===== config.mk =====
export PLATFORM = sky130hd
export DESIGN_NAME = rtp_sequence_extend_reorder_top
export DESIGN_NICKNAME = d
export VERILOG_FILES = /design/src/rtl/rser_pkg.sv /design/src/rtl/rser_cmp.sv /design/src/rtl/rser_queue_ram.sv /design/src/rtl/rtp_sequence_extend_reorder_top.sv
export VERILOG_INCLUDE_DIRS = /design/src /design/src/rtl
export SDC_FILE = /design/constraint.sdc
export NUM_CORES = 2
export LEC_CHECK = 0
export ABC_AREA = 0
export BUFFER_PORTS_ARGS = -buffer_cell sky130_fd_sc_hd__buf_2
export CAP_MARGIN = 20
export CORE_MARGIN = 5
export CORE_UTILIZATION = 40
export CTS_CLUSTER_SIZE = 8
export DETAILED_ROUTE_END_ITERATION = 10
export PLACE_DENSITY = 0.59
export SETUP_SLACK_MARGIN = 0.02
export SYNTH_ARGS = -nofsm -noshare
export SYNTH_HDL_FRONTEND = slang
export SYNTH_SLANG_ARGS = --single-unit

===== constraint.sdc =====
create_clock -name clk -period 5.8 [get_ports clk]
set_input_delay 0.87 -clock clk [delete_from_list [all_inputs] [get_ports clk]]
set_output_delay 0.87 -clock clk [all_outputs]
set_load 0.02 [all_outputs]

===== src/rtl/assert_macros.svh =====
// assertion macros used by the top-level rtl file
// depends on clk and rst_n being visible at the point of use
`ifndef ASSERT_MACROS_SVH
`define ASSERT_MACROS_SVH
`ifndef SYNTHESIS
`define RSER_ASSERT(lbl, cond, msg) \
    lbl: assert property (@(posedge clk) disable iff (!rst_n) (cond)) else $error(msg);
`define RSER_ASSERT_IMP(lbl, ante, cons, msg) \
    lbl: assert property (@(posedge clk) disable iff (!rst_n) (ante) |-> (cons)) \
        else $error(msg);
`define RSER_ASSERT_NXT(lbl, ante, cons, msg) \
    lbl: assert property (@(posedge clk) disable iff (!rst_n) (ante) |=> (cons)) \
        else $error(msg);
`else
`define RSER_ASSERT(lbl, cond, msg)
`define RSER_ASSERT_IMP(lbl, ante, cons, msg)
`define RSER_ASSERT_NXT(lbl, ante, cons, msg)
`endif
`endif


===== src/rtl/rser_pkg.sv =====
// shared types and constants of the rtp sequence extend and reorder block
// no dependencies
package rser_pkg;

    localparam int QUEUE_DEPTH_DEF = 16;
    localparam int SEQ_W           = 32;
    localparam int LOW_W           = 16;
    localparam int TAG_W           = 32;
    localparam int CNT_OUT_W       = 5;

    localparam logic ACT_INSERT = 1'b0;
    localparam logic ACT_POP    = 1'b1;

    typedef enum logic [2:0] {
        ST_INSERTED  = 3'd0,
        ST_DUPLICATE = 3'd1,
        ST_FULL      = 3'd2,
        ST_POPPED    = 3'd3,
        ST_EMPTY     = 3'd4
    } status_t;

    typedef struct packed {
        logic             lt;
        logic             eq;
        logic [SEQ_W-1:0] delta;
    } cmp_res_t;

endpackage


===== src/rtl/rser_cmp.sv =====
// shared 32-bit compare unit: less-than, equal and absolute distance
// depends on rser_pkg
module rser_cmp
(
    input  logic [rser_pkg::SEQ_W-1:0] a,
    input  logic [rser_pkg::SEQ_W-1:0] b,
    output rser_pkg::cmp_res_t         res
);

    logic [rser_pkg::SEQ_W:0] diff;

    assign diff      = {1'b0, a} - {1'b0, b};
    assign res.lt    = diff[rser_pkg::SEQ_W];
    assign res.eq    = (a == b);
    assign res.delta = diff[rser_pkg::SEQ_W] ? (~diff[rser_pkg::SEQ_W-1:0] + 1'b1)
                                             : diff[rser_pkg::SEQ_W-1:0];

endmodule


===== src/rtl/rser_queue_ram.sv =====
// queue storage: one write port, one read port with registered read data
// no dependencies
module rser_queue_ram
#(
    parameter int DEPTH = 16,
    parameter int AW    = 4,
    parameter int WIDTH = 64
)
(
    input  logic             clk,
    input  logic             wr_en,
    input  logic [AW-1:0]    wr_addr,
    input  logic [WIDTH-1:0] wr_data,
    input  logic [AW-1:0]    rd_addr,
    output logic [WIDTH-1:0] rd_data
);

    logic [WIDTH-1:0] mem [DEPTH];

    always_ff @(posedge clk)
    begin
        if (wr_en)
        begin
            mem[wr_addr] <= wr_data;
        end
        rd_data <= mem[rd_addr];
    end

endmodule


===== src/rtl/rtp_sequence_extend_reorder_top.sv =====
// top level: sequencer, sequence extension and sorted reorder queue
// depends on rser_pkg, rser_cmp, rser_queue_ram and assert_macros.svh
//
// Each request is either an insert of a packet (16-bit sequence number plus a
// 32-bit payload handle) or a pop of the lowest-numbered queued packet, and
// gives exactly one result. Inserts are extended to 32 bits against the
// highest number seen and kept in an ascending queue of QUEUE_DEPTH entries.
// All compares and distances run through one 32-bit compare/subtract unit
// and the queue lives in a memory with one read and one write port, so
// requests are handled one at a time. An insert scans the queue for its
// place and shifts the larger entries up; a duplicate ends as soon as it is
// found, and a finished request waits until the last result is taken. A new
// request is taken while the last result still waits at the output.
`include "assert_macros.svh"
module rtp_sequence_extend_reorder_top
#(
    parameter int QUEUE_DEPTH = rser_pkg::QUEUE_DEPTH_DEF
)
(
    input  logic        clk,
    input  logic        rst_n,
    input  logic        in_valid,
    output logic        in_ready,
    input  logic        action,
    input  logic [15:0] seq_low,
    input  logic [31:0] packet_tag,
    output logic        out_valid,
    input  logic        out_ready,
    output logic [2:0]  status,
    output logic [31:0] ext_seq,
    output logic [31:0] tag_out,
    output logic [31:0] highest_seq,
    output logic [4:0]  queue_count
);

    localparam int AW   = $clog2(QUEUE_DEPTH);
    localparam int CW   = $clog2(QUEUE_DEPTH + 1);
    localparam int SW   = AW + 1;
    localparam int SQ   = rser_pkg::SEQ_W;
    localparam int TW   = rser_pkg::TAG_W;
    localparam int LW   = rser_pkg::LOW_W;
    localparam int HW   = SQ - LW;
    localparam int OW   = rser_pkg::CNT_OUT_W;
    localparam int RW   = SQ + TW;

    typedef enum logic [3:0] {
        S_IDLE,
        S_D_SAME,
        S_D_NEXT,
        S_D_PREV,
        S_PICK1,
        S_PICK2,
        S_HIGH,
        S_SCAN_RD,
        S_SCAN_CMP,
        S_PLACE,
        S_SH_RD,
        S_SH_WR,
        S_POP_TAKE,
        S_DONE
    } state_t;

    state_t              state_reg, state_next;
    logic                seen_reg, seen_next;
    logic [SQ-1:0]       high_reg, high_next;
    logic [CW-1:0]       count_reg, count_next;
    logic [AW-1:0]       head_reg, head_next;
    logic [CW-1:0]       k_reg, k_next;
    logic [CW-1:0]       j_reg, j_next;
    logic [LW-1:0]       low_reg, low_next;
    logic [TW-1:0]       tag_reg, tag_next;
    logic [SQ-1:0]       ext_reg, ext_next;
    logic [TW-1:0]       res_tag_reg, res_tag_next;
    rser_pkg::status_t   res_status_reg, res_status_next;
    logic [SQ-1:0]       d_same_reg, d_same_next;
    logic [SQ-1:0]       d_next_reg, d_next_next;
    logic [SQ-1:0]       d_prev_reg, d_prev_next;
    logic                lt1_reg, lt1_next;
    logic                out_valid_reg, out_valid_next;
    rser_pkg::status_t   status_reg, status_next;
    logic [SQ-1:0]       ext_seq_reg, ext_seq_next;
    logic [TW-1:0]       tag_out_reg, tag_out_next;
    logic [SQ-1:0]       highest_out_reg, highest_out_next;
    logic [OW-1:0]       count_out_reg, count_out_next;

    logic [SQ-1:0]       cmp_a, cmp_b;
    rser_pkg::cmp_res_t  cmp_res;
    logic [SQ-1:0]       c_same, c_next, c_prev;
    logic                wr_en;
    logic [AW-1:0]       wr_addr, rd_addr;
    logic [RW-1:0]       wr_data, rd_data;
    logic [SQ-1:0]       rd_seq;
    logic [TW-1:0]       rd_tag;
    logic [31:0]         count_wide;

    function automatic logic [AW-1:0] phys(input logic [AW-1:0] base,
                                           input logic [CW-1:0] off);
        logic [SW-1:0] s;
        s = {1'b0, base} + SW'(off);
        if (s >= SW'(QUEUE_DEPTH))
        begin
            s = s - SW'(QUEUE_DEPTH);
        end
        return s[AW-1:0];
    endfunction

    // candidates in the same, next and previous 64k window
    assign c_same = {high_reg[SQ-1:LW], low_reg};
    assign c_next = {high_reg[SQ-1:LW] + HW'(1), low_reg};
    assign c_prev = {high_reg[SQ-1:LW] - HW'(1), low_reg};

    assign rd_seq = rd_data[RW-1:TW];
    assign rd_tag = rd_data[TW-1:0];

    rser_cmp u_cmp
    (
        .a   (cmp_a),
        .b   (cmp_b),
        .res (cmp_res)
    );

    rser_queue_ram
    #(
        .DEPTH (QUEUE_DEPTH),
        .AW    (AW),
        .WIDTH (RW)
    )
    u_ram
    (
        .clk     (clk),
        .wr_en   (wr_en),
        .wr_addr (wr_addr),
        .wr_data (wr_data),
        .rd_addr (rd_addr),
        .rd_data (rd_data)
    );

    assign count_wide = {{(32 - CW){1'b0}}, count_reg};

    always_comb
    begin
        state_next       = state_reg;
        seen_next        = seen_reg;
        high_next        = high_reg;
        count_next       = count_reg;
        head_next        = head_reg;
        k_next           = k_reg;
        j_next           = j_reg;
        low_next         = low_reg;
        tag_next         = tag_reg;
        ext_next         = ext_reg;
        res_tag_next     = res_tag_reg;
        res_status_next  = res_status_reg;
        d_same_next      = d_same_reg;
        d_next_next      = d_next_reg;
        d_prev_next      = d_prev_reg;
        lt1_next         = lt1_reg;
        out_valid_next   = out_valid_reg && !out_ready;
        status_next      = status_reg;
        ext_seq_next     = ext_seq_reg;
        tag_out_next     = tag_out_reg;
        highest_out_next = highest_out_reg;
        count_out_next   = count_out_reg;
        cmp_a            = high_reg;
        cmp_b            = ext_reg;
        rd_addr          = head_reg;
        wr_en            = 1'b0;
        wr_addr          = phys(head_reg, k_reg);
        wr_data          = {ext_reg, tag_reg};

        case (state_reg)
            S_IDLE:
            begin
                if (in_valid)
                begin
                    low_next     = seq_low;
                    tag_next     = packet_tag;
                    res_tag_next = '0;
                    k_next       = '0;
                    if (action == rser_pkg::ACT_POP)
                    begin
                        if (count_reg == '0)
                        begin
                            ext_next        = '0;
                            res_status_next = rser_pkg::ST_EMPTY;
                            state_next      = S_DONE;
                        end
                        else
                        begin
                            state_next = S_POP_TAKE;
                        end
                    end
                    else if (!seen_reg)
                    begin
                        seen_next  = 1'b1;
                        ext_next   = {{HW{1'b0}}, seq_low};
                        high_next  = {{HW{1'b0}}, seq_low};
                        state_next = S_SCAN_RD;
                    end
                    else
                    begin
                        state_next = S_D_SAME;
                    end
                end
            end
            S_D_SAME:
            begin
                cmp_a       = c_same;
                cmp_b       = high_reg;
                d_same_next = cmp_res.delta;
                state_next  = S_D_NEXT;
            end
            S_D_NEXT:
            begin
                cmp_a       = c_next;
                cmp_b       = high_reg;
                d_next_next = cmp_res.delta;
                state_next  = S_D_PREV;
            end
            S_D_PREV:
            begin
                cmp_a       = c_prev;
                cmp_b       = high_reg;
                d_prev_next = cmp_res.delta;
                state_next  = S_PICK1;
            end
            S_PICK1:
            begin
                cmp_a      = d_same_reg;
                cmp_b      = d_next_reg;
                lt1_next   = cmp_res.lt;
                state_next = S_PICK2;
            end
            S_PICK2:
            begin
                cmp_a = lt1_reg ? d_same_reg : d_next_reg;
                cmp_b = d_prev_reg;
                if (cmp_res.lt)
                begin
                    ext_next = lt1_reg ? c_same : c_next;
                end
                else
                begin
                    ext_next = c_prev;
                end
                state_next = S_HIGH;
            end
            S_HIGH:
            begin
                cmp_a = high_reg;
                cmp_b = ext_reg;
                if (cmp_res.lt)
                begin
                    high_next = ext_reg;
                end
                state_next = S_SCAN_RD;
            end
            S_SCAN_RD:
            begin
                if (k_reg == count_reg)
                begin
                    state_next = S_PLACE;
                end
                else
                begin
                    rd_addr    = phys(head_reg, k_reg);
                    state_next = S_SCAN_CMP;
                end
            end
            S_SCAN_CMP:
            begin
                cmp_a = rd_seq;
                cmp_b = ext_reg;
                if (cmp_res.eq)
                begin
                    res_status_next = rser_pkg::ST_DUPLICATE;
                    state_next      = S_DONE;
                end
                else if (cmp_res.lt)
                begin
                    k_next     = k_reg + 1'b1;
                    state_next = S_SCAN_RD;
                end
                else
                begin
                    state_next = S_PLACE;
                end
            end
            S_PLACE:
            begin
                if (count_reg == CW'(QUEUE_DEPTH))
                begin
                    res_status_next = rser_pkg::ST_FULL;
                    state_next      = S_DONE;
                end
                else
                begin
                    j_next     = count_reg;
                    state_next = S_SH_RD;
                end
            end
            S_SH_RD:
            begin
                if (j_reg == k_reg)
                begin
                    wr_en           = 1'b1;
                    wr_addr         = phys(head_reg, k_reg);
                    wr_data         = {ext_reg, tag_reg};
                    count_next      = count_reg + 1'b1;
                    res_status_next = rser_pkg::ST_INSERTED;
                    state_next      = S_DONE;
                end
                else
                begin
                    rd_addr    = phys(head_reg, j_reg - 1'b1);
                    state_next = S_SH_WR;
                end
            end
            S_SH_WR:
            begin
                wr_en      = 1'b1;
                wr_addr    = phys(head_reg, j_reg);
                wr_data    = rd_data;
                j_next     = j_reg - 1'b1;
                state_next = S_SH_RD;
            end
            S_POP_TAKE:
            begin
                ext_next        = rd_seq;
                res_tag_next    = rd_tag;
                head_next       = (head_reg == AW'(QUEUE_DEPTH - 1)) ? '0
                                                                     : head_reg + 1'b1;
                count_next      = count_reg - 1'b1;
                res_status_next = rser_pkg::ST_POPPED;
                state_next      = S_DONE;
            end
            S_DONE:
            begin
                if (!out_valid_reg || out_ready)
                begin
                    out_valid_next   = 1'b1;
                    status_next      = res_status_reg;
                    ext_seq_next     = ext_reg;
                    tag_out_next     = res_tag_reg;
                    highest_out_next = high_reg;
                    count_out_next   = count_wide[OW-1:0];
                    state_next       = S_IDLE;
                end
            end
            default:
            begin
                state_next = S_IDLE;
            end
        endcase
    end

    always_ff @(posedge clk or negedge rst_n)
    begin
        if (!rst_n)
        begin
            state_reg       <= S_IDLE;
            seen_reg        <= 1'b0;
            high_reg        <= '0;
            count_reg       <= '0;
            head_reg        <= '0;
            k_reg           <= '0;
            j_reg           <= '0;
            low_reg         <= '0;
            tag_reg         <= '0;
            ext_reg         <= '0;
            res_tag_reg     <= '0;
            res_status_reg  <= rser_pkg::ST_INSERTED;
            d_same_reg      <= '0;
            d_next_reg      <= '0;
            d_prev_reg      <= '0;
            lt1_reg         <= 1'b0;
            out_valid_reg   <= 1'b0;
            status_reg      <= rser_pkg::ST_INSERTED;
            ext_seq_reg     <= '0;
            tag_out_reg     <= '0;
            highest_out_reg <= '0;
            count_out_reg   <= '0;
        end
        else
        begin
            state_reg       <= state_next;
            seen_reg        <= seen_next;
            high_reg        <= high_next;
            count_reg       <= count_next;
            head_reg        <= head_next;
            k_reg           <= k_next;
            j_reg           <= j_next;
            low_reg         <= low_next;
            tag_reg         <= tag_next;
            ext_reg         <= ext_next;
            res_tag_reg     <= res_tag_next;
            res_status_reg  <= res_status_next;
            d_same_reg      <= d_same_next;
            d_next_reg      <= d_next_next;
            d_prev_reg      <= d_prev_next;
            lt1_reg         <= lt1_next;
            out_valid_reg   <= out_valid_next;
            status_reg      <= status_next;
            ext_seq_reg     <= ext_seq_next;
            tag_out_reg     <= tag_out_next;
            highest_out_reg <= highest_out_next;
            count_out_reg   <= count_out_next;
        end
    end

    assign in_ready    = (state_reg == S_IDLE);
    assign out_valid   = out_valid_reg;
    assign status      = status_reg;
    assign ext_seq     = ext_seq_reg;
    assign tag_out     = tag_out_reg;
    assign highest_seq = highest_out_reg;
    assign queue_count = count_out_reg;

    `RSER_ASSERT(a_count_bound, count_reg <= CW'(QUEUE_DEPTH), "queue count above depth")
    `RSER_ASSERT_NXT(a_accept_busy, in_valid && in_ready, state_reg != S_IDLE, "request not taken")
    `RSER_ASSERT_IMP(a_scan_in_range, state_reg == S_SCAN_CMP, k_reg < count_reg, "scan past tail")
    `RSER_ASSERT_NXT(a_insert_grows, state_reg == S_SH_RD && j_reg == k_reg, count_reg == $past(count_reg) + 1'b1, "insert lost count")
    `RSER_ASSERT_IMP(a_full_only_at_depth, state_reg == S_PLACE && count_reg != CW'(QUEUE_DEPTH), state_next == S_SH_RD, "drop below depth")

endmodule


Yosys cells after proc, flatten, opt, wreduce, memory -nomap -nowiden
Memory sizes are Yosys's and may differ from the RTL's. A register that Yosys moved wholly into a read port is not among the register bits.
Index checks and enable logic that the tools add are counted.
{"block": "word_totals", "register_bits": 373, "ramBits": 1024, "inputBits": 53, "output_inout_bits": 106, "wordCells": 159, "memories": 1}
{"block": "classes", "add_sub_neg": 15, "magnitude_cmp": 3, "eq_ne": 33, "mux": 58, "bitwise_logic": 2, "reduce_logical": 25}
{"memory": "u_ram.mem", "words": 16, "word_bits": 64, "read_ports": 1, "rd_clocked_by_memory_dff": 1, "write_ports": 1, "line_no": "rser_queue_ram.sv:18", "rtl": "logic [WIDTH-1:0] mem [DEPTH];"}
{"op": "$mux 32", "count": 12}
{"op": "$pmux 32 s3", "count": 2}
{"op": "$pmux 32 s6", "count": 1}
{"op": "$pmux 32 s2", "count": 2}
{"op": "$mux 64", "count": 1}
{"op": "$pmux 4 s14", "count": 1}
{"op": "$mux 4", "count": 12}
{"op": "$sub 32x32->33", "count": 1}
{"op": "$add 32x1->32 const B", "count": 1}
{"op": "$eq 32x32->1", "count": 1}
{"op": "$not 32->32", "count": 1}
{"op": "$pmux 5 s2", "count": 3}
{"op": "$eq 4x4->1 const B", "count": 7}
{"op": "$mux 3", "count": 9}
{"op": "$mux 5", "count": 5}
{"op": "$ne 2x2->1 const B", "count": 9}
{"op": "$add 16x1->16 const B", "count": 1}
{"op": "$eq 4x3->1 const B", "count": 4}
{"op": "$sub 16x1->16 const B", "count": 1}
{"op": "$add 4x5->5", "count": 3}
{"op": "$ge 5x5->1 const B", "count": 3}
{"op": "$pmux 3 s5", "count": 1}
{"op": "$reduce_and 2->1", "count": 6}
{"op": "$sub 4x1->4 const B", "count": 3}
{"op": "27 further kinds", "count": 46}

Logic depth before layout (Yosys ltp)
{"block": "depth", "word_depth": 7, "mapped_depth": 26}

Cells and area by module
A second synthesis with hierarchy kept.
{"block": "unflattened", "hier_cells": 4141, "hier_area_um2": 61711.7}
{"mod": "rser_queue_ram", "n_inst": 1, "cells_each": 1647, "area_each_um2": 39581.7, "seq_area_each_um2": 32030.7}
{"mod": "rtp_sequence_extend_reorder_top", "n_inst": 1, "cells_each": 2086, "area_each_um2": 19389.8, "seq_area_each_um2": 9334.0}
{"mod": "rser_cmp", "n_inst": 1, "cells_each": 408, "area_each_um2": 2740.1, "seq_area_each_um2": 0.0}

Worst setup path before layout
No wires, ideal clock.
{"block": "synth_path", "path_kind": "reg2reg", "startpoint": "reg state_reg[1]", "endpoint": "reg d_next_reg[29]", "setup_ns": 0.126, "t_arrival_ns": 5.082, "slack_ns": 0.593, "path_stages_with_launch": 24, "n_path_buf": 4, "period_less_slack_ns": 5.207, "cell_sequence": "dfrtp_1 > clkbuf_1 > clkbuf_1 > nor2b_1 > nand2_1 > nor2_1 > clkbuf_1 > buf_1 > a222oi_1 > nand3_1 > o21ai_0 > ha_1 > inv_1 > fa_1 > a211oi_4 > o21ai_2 > a221oi_2 > o21bai_2 > xnor2_2 > or4b_4 > nor4_4 > a31oi_1 > xnor2_1 > o21ai_1"}
{"block": "synth_between", "elab_chain_cells": 7, "word_cells_on_any_way": 13, "cone_classes": "add/sub (2); eq/ne (6); mux (3); bitwise (1); reduce/logical (1)"}
{"element": "from (decl)", "line_no": "rtp_sequence_extend_reorder_top.sv:63", "rtl": "state_t state_reg, state_next;"}
{"element": "from (signal assigned)", "line_no": "rtp_sequence_extend_reorder_top.sv:386", "rtl": "state_reg <= state_next;"}
{"element": "$eq 4x2->1 or $eq 4x1->1 (tied branches)", "line_no": "rtp_sequence_extend_reorder_top.sv:171", "rtl": "case (state_reg)"}
{"element": "$reduce_or 3->1 (no source line)"}
{"element": "$pmux 32 s3", "line_no": "rtp_sequence_extend_reorder_top.sv:171"}
{"element": "$sub 32x32->33", "line_no": "rser_cmp.sv:12", "rtl": "assign diff = {1'b0, a} - {1'b0, b};"}
{"element": "$not 32->32", "line_no": "rser_cmp.sv:15", "rtl": "assign res.delta = diff[rser_pkg::SEQ_W] ? (~diff[rser_pkg::SEQ_W-1:0] + 1'b1)"}
{"element": "$add 32x1->32", "line_no": "rser_cmp.sv:15"}
{"element": "$mux 32", "line_no": "rser_cmp.sv:15"}
{"element": "to (signal assigned)", "line_no": "rtp_sequence_extend_reorder_top.sv:399", "rtl": "d_next_reg <= d_next_next;"}
{"element": "to (decl)", "line_no": "rtp_sequence_extend_reorder_top.sv:76", "rtl": "logic [SQ-1:0] d_next_reg, d_next_next;"}
Several ways; a longest one is shown, not always the timed one.
A chain may end at the register's enable or synchronous reset.

Worst setup path in the final report
{"block": "layout_path", "startpoint": "reg state_reg[2]", "endpoint": "reg d_same_reg[27]"}
{"block": "layout_between", "elab_chain_cells": 7, "word_cells_on_any_way": 13, "cone_classes": "add/sub (2); eq/ne (6); mux (3); bitwise (1); reduce/logical (1)"}
{"element": "$eq 4x2->1 or $eq 4x1->1 (tied branches)", "line_no": "rtp_sequence_extend_reorder_top.sv:171"}
{"element": "$reduce_or 3->1 (no source line)"}
{"element": "$pmux 32 s3", "line_no": "rtp_sequence_extend_reorder_top.sv:171"}
{"element": "$sub 32x32->33", "line_no": "rser_cmp.sv:12"}
{"element": "$not 32->32", "line_no": "rser_cmp.sv:15"}
{"element": "$add 32x1->32", "line_no": "rser_cmp.sv:15"}
{"element": "$mux 32", "line_no": "rser_cmp.sv:15"}
{"element": "to (signal assigned)", "line_no": "rtp_sequence_extend_reorder_top.sv:398", "rtl": "d_same_reg <= d_same_next;"}
{"element": "to (decl)", "line_no": "rtp_sequence_extend_reorder_top.sv:75", "rtl": "logic [SQ-1:0] d_same_reg, d_same_next;"}
Several ways; a longest one is shown, not always the timed one.

==> impl_results.html <==
<table>
<tr><th>Metric</th><th>Value</th></tr>
<tr><th colspan="2">Outcome</th></tr>
<tr><td>Status</td><td>complete, no violations</td></tr>
<tr><th colspan="2">Global routing</th></tr>
<tr><td>Largest net degree at the start of global routing</td><td>128</td></tr>
<tr><td>First-pass GRT wire length</td><td>256 mm</td></tr>
<tr><td>Total Routing Usage GR</td><td>0.201</td></tr>
<tr><td>Number of global-route vias before repair</td><td>38,900</td></tr>
<tr><td>Antenna violations before repair</td><td>4</td></tr>
<tr><td>Congestion Overflow GR</td><td>0</td></tr>
<tr><th colspan="2">Clocking</th></tr>
<tr><td>H-tree lvl count</td><td>4</td></tr>
<tr><td>Cts hold-fix bufs</td><td>0</td></tr>
<tr><td>Buffer depth of the longest clock path</td><td>3</td></tr>
<tr><td>Post-CTS clock slew at the launch and capture registers of the worst setup and hold paths</td><td>0.05 ns</td></tr>
<tr><td>Clock insertion delay at the later pin of the skew report</td><td>0.83 ns</td></tr>
<tr><td>Number of buffers created by CTS</td><td>202</td></tr>
<tr><td>CTS tree</td><td>yes</td></tr>
<tr><td>Cells resized by post-CTS repair</td><td>0</td></tr>
<tr><td>Number of post-CTS setup repair buffers</td><td>0</td></tr>
<tr><td>Clock tree root buffer cell</td><td>sky130_fd_sc_hd__clkbuf_16</td></tr>
<tr><td>Number of clock sinks seen by CTS</td><td>1,461</td></tr>
<tr><th colspan="2">Drt</th></tr>
<tr><td>WL final</td><td>170 mm</td></tr>
<tr><td>1st-iter DRT viols</td><td>3,291</td></tr>
<tr><td>Avg Vias per Cell</td><td>5.49</td></tr>
<tr><td>Count of TritonRoute iterations in the first routing pass</td><td>9</td></tr>
<tr><td>Number of nets with antenna violations after routing</td><td>0</td></tr>
<tr><td>Routed len/inst</td><td>24.2 µm</td></tr>
<tr><td>Detailed-route DRC error count</td><td>0</td></tr>
<tr><td>Total vias in the final route</td><td>38,700</td></tr>
<tr><th colspan="2">Die</th></tr>
<tr><td>Total I/O pin count</td><td>159</td></tr>
<tr><td>X dimension of the die</td><td>408 µm</td></tr>
<tr><td>Core outline area</td><td>0.158 mm²</td></tr>
<tr><td>Site Rows</td><td>146</td></tr>
<tr><td>Initial core utilization</td><td>0.401</td></tr>
<tr><td>Die Span Y</td><td>408 µm</td></tr>
<tr><td>Die Outline Area</td><td>0.167 mm²</td></tr>
<tr><th colspan="2">Logic synthesis</th></tr>
<tr><td>Count of different cell masters after synthesis</td><td>79</td></tr>
<tr><td>Fraction of registers with async set or reset after synthesis</td><td>0.255</td></tr>
<tr><td>Syn Std Cell Area</td><td>0.0634 mm²</td></tr>
<tr><td>Post-synth top flop</td><td>sky130_fd_sc_hd__edfxtp_1</td></tr>
<tr><td>Cells after synthesis</td><td>4,588</td></tr>
<tr><td>Synthesis-stage register bit count</td><td>1,461</td></tr>
<tr><td>Post-synthesis average cell area</td><td>13.8 µm²</td></tr>
<tr><td>Synthesized net count</td><td>4,696</td></tr>
<tr><td>Number of enable flip-flop cells after synthesis</td><td>1,024</td></tr>
<tr><td>Portion of the post-synthesis area used by sequential elements</td><td>0.652</td></tr>
<tr><td>Yosys warnings</td><td>0</td></tr>
<tr><th colspan="2">Placement</th></tr>
<tr><td>Number of port buffers</td><td>158</td></tr>
<tr><td>Gpl congestion</td><td>0.913</td></tr>
<tr><td>Total instance count after detailed placement</td><td>6,682</td></tr>
<tr><td>Half-perimeter wire length after placement</td><td>101 mm</td></tr>
<tr><th colspan="2">Critical path</th></tr>
<tr><td>Number of cells on the worst reg-to-reg path</td><td>16</td></tr>
<tr><td>Number of cells on the critical path</td><td>16</td></tr>
<tr><td>Category of the worst setup path launch point</td><td>flip-flop</td></tr>
<tr><td>Critical Path Fanout Max</td><td>30</td></tr>
<tr><td>Buffer and inverter count on the worst path</td><td>2</td></tr>
<tr><td>Path type of the worst setup path</td><td>reg -&gt; reg</td></tr>
<tr><td>Master of the slowest instance on the critical path</td><td>sky130_fd_sc_hd__or4b_4</td></tr>
<tr><td>Sort of element at the end of the critical path</td><td>flip-flop</td></tr>
<tr><td>Cell-by-cell trace of the critical path</td><td>buf_4, nor3_2, buf_4, a222oi_1, a21boi_0, ha_1, o211ai_1, a21oi_1, o21ai_0, o211ai_1, nor3_1, or4b_4, nor4_4, a31oi_1, xnor2_1, o21ai_0</td></tr>
<tr><td>Data arrival at the endpoint of the critical path</td><td>6.06 ns</td></tr>
<tr><td>Worst Path Required</td><td>6.42 ns</td></tr>
<tr><td>Crit-path max cell delay</td><td>0.55 ns</td></tr>
<tr><td>Top delay family on crit path</td><td>compound AO/OA/AOI/OAI gates</td></tr>
<tr><th colspan="2">Layout</th></tr>
<tr><td>Number of flip-flops under the largest register name</td><td>1,024</td></tr>
<tr><td>Layout cells sized above 1</td><td>0.140</td></tr>
<tr><td>Number of cells in the finished layout apart from fillers</td><td>7,037</td></tr>
<tr><td>Count of fill cells added during filler insertion</td><td>13,800</td></tr>
<tr><td>Area growth from synthesis to layout</td><td>15.4%</td></tr>
<tr><td>Commonest cells after routing, fill and taps aside</td><td>sky130_fd_sc_hd__edfxtp_1 (1,024), sky130_fd_sc_hd__mux2i_1 (985), sky130_fd_sc_hd__nand2_1 (654)</td></tr>
<tr><td>Most common cell after layout, fill and taps aside</td><td>sky130_fd_sc_hd__edfxtp_1</td></tr>
<tr><td>Total Nets Final</td><td>4,924</td></tr>
<tr><td>Top flop regs</td><td>u_ram.mem (1024), u_ram.rd_data (64)</td></tr>
<tr><td>Antenna Diode Count</td><td>0</td></tr>
<tr><td>Largest register by flop count</td><td>u_ram.mem</td></tr>
<tr><th colspan="2">STA</th></tr>
<tr><td>Tmin final</td><td>5.44 ns</td></tr>
<tr><td>Worst clock skew on the final layout</td><td>0.0593 ns</td></tr>
<tr><td>Setup TNS after final layout</td><td>0 ns</td></tr>
<tr><td>Final number of setup-violating endpoints</td><td>0</td></tr>
<tr><td>Achievable Freq</td><td>184 MHz</td></tr>
<tr><td>Final number of max-transition violations</td><td>0</td></tr>
<tr><td>Period utilization</td><td>0.939</td></tr>
<tr><td>Fin. Hold Viols</td><td>0</td></tr>
<tr><td>Transition time of the tightest slew-check pin</td><td>1.12 ns</td></tr>
<tr><td>RSZ-0062 raised after global routing</td><td>no</td></tr>
<tr><td>Slew margin rel.</td><td>0.253</td></tr>
<tr><th colspan="2">Run</th></tr>
<tr><td>Max-cap viol count</td><td>0</td></tr>
<tr><th colspan="2">Min path</th></tr>
<tr><td>Min-Delay Path Class</td><td>in -&gt; async</td></tr>
</table>
## cell usage after synthesis (all sizes together) (12+ instances only)
master | instances | area share
nand3 | 28 | 0.0022
mux2i | 985 | 0.16
inv | 30 | 0.0018
o21ai | 222 | 0.018
nand2b | 12 | 0.0012
mux2 | 108 | 0.019
xnor2 | 59 | 0.0084
a21boi | 35 | 0.0041
a22o | 16 | 0.0022
dfrtp | 373 | 0.15
a222oi | 79 | 0.012
nand4 | 17 | 0.0017
a21o | 12 | 0.0014
clkbuf | 184 | 0.011
buf | 94 | 0.0072
dfxtp | 64 | 0.020
ha | 50 | 0.0099
o211ai | 27 | 0.0032
nand2 | 658 | 0.039
edfxtp | 1024 | 0.48
nor2 | 128 | 0.0076
a211oi | 14 | 0.0019
or3 | 13 | 0.0013
xor2 | 49 | 0.0068
a31oi | 29 | 0.0029
a21oi | 107 | 0.0086
nor3 | 38 | 0.0031
## layout make-up
cell class | instances | area (µm²) | share of cell area
clock buffers | 337 | 5580 | 0.0763
clock inverters | 16 | 332 | 0.00453
inverters | 30 | 115 | 0.00157
multi-input cells | 2818 | 21000 | 0.287
flip-flops and latches | 1461 | 41400 | 0.565
well taps | 2072 | 2590 | 0.0354
repair buffers | 303 | 2180 | 0.0297
## metal layers
| metal | GRT usage | vias to the layer above | share of wire |
|---|---|---|---|
| li1 | - | 17600 | - |
| met1 | 0.284 | 19600 | 0.45 |
| met2 | 0.326 | 1195 | 0.47 |
| met3 | 0.0332 | 256 | 0.052 |
| met4 | 0.0538 | 2 | 0.022 |
| met5 | 0 | - | 0.000088 |
## stage by stage
stage          utilization  area (µm²)  setup WS, ns  hold slack (ns)
6_report             0.463       73200         0.355            0.132
2_1_floorplan            -       63400         0.593            0.433
5_1_grt              0.463       73200        0.0386            0.184
3_5_place_dp         0.425       67200         0.487            0.463
4_1_cts              0.463       73100         0.450            0.126
3_3_place_gp         0.425       67200         0.558            0.452
## kinds of logic (layout without fill, tap and decap cells)
kind of cell,Yosys count,count (layout),synth area share
compound gates,613,613,0.0641
xor+xnor,108,108,0.0152
fa+ha+maj,55,55,0.0114
buf+inv,309,686,0.0200
flops,1461,1461,0.652
mux,1093,1093,0.175
simple gates,949,949,0.0624
## worst register-to-register path: cells and delay by family, from the launching register on
kind / cells / cell delay, ns
AO/OA/AOI/OAI: 8 / 1.85
AND/OR/NAND/NOR: 4 / 1.51
buffers and inverters: 2 / 0.65
flip-flops: 1 / 0.50
adder cells (fa/ha/maj): 1 / 0.48
XOR/XNOR: 1 / 0.28
## path summary, 6_finish.rpt
check / start / end / slack (ns)
min reg2reg: u_ram.rd_data[26]$_DFF_P_ / res_tag_reg[26]$_DFFE_PN0P_ / 0.47
min in group clk: packet_tag[20] / tag_reg[20]$_DFFE_PN0P_ / 0.23
max: state_reg[2]$_DFFE_PN0P_ / d_same_reg[27]$_DFFE_PN0N_ / 0.36
max reg2reg: state_reg[2]$_DFFE_PN0P_ / d_same_reg[27]$_DFFE_PN0N_ / 0.36
max in group asynchronous: rst_n / res_tag_reg[16]$_DFFE_PN0P_ / 4.21
min: rst_n / highest_seq[28]$_DFFE_PN0P_ / 0.13
Power is left out: the tool's default activity adds up to more than one toggle a clock period on the data nets, which glitch-free logic cannot reach.
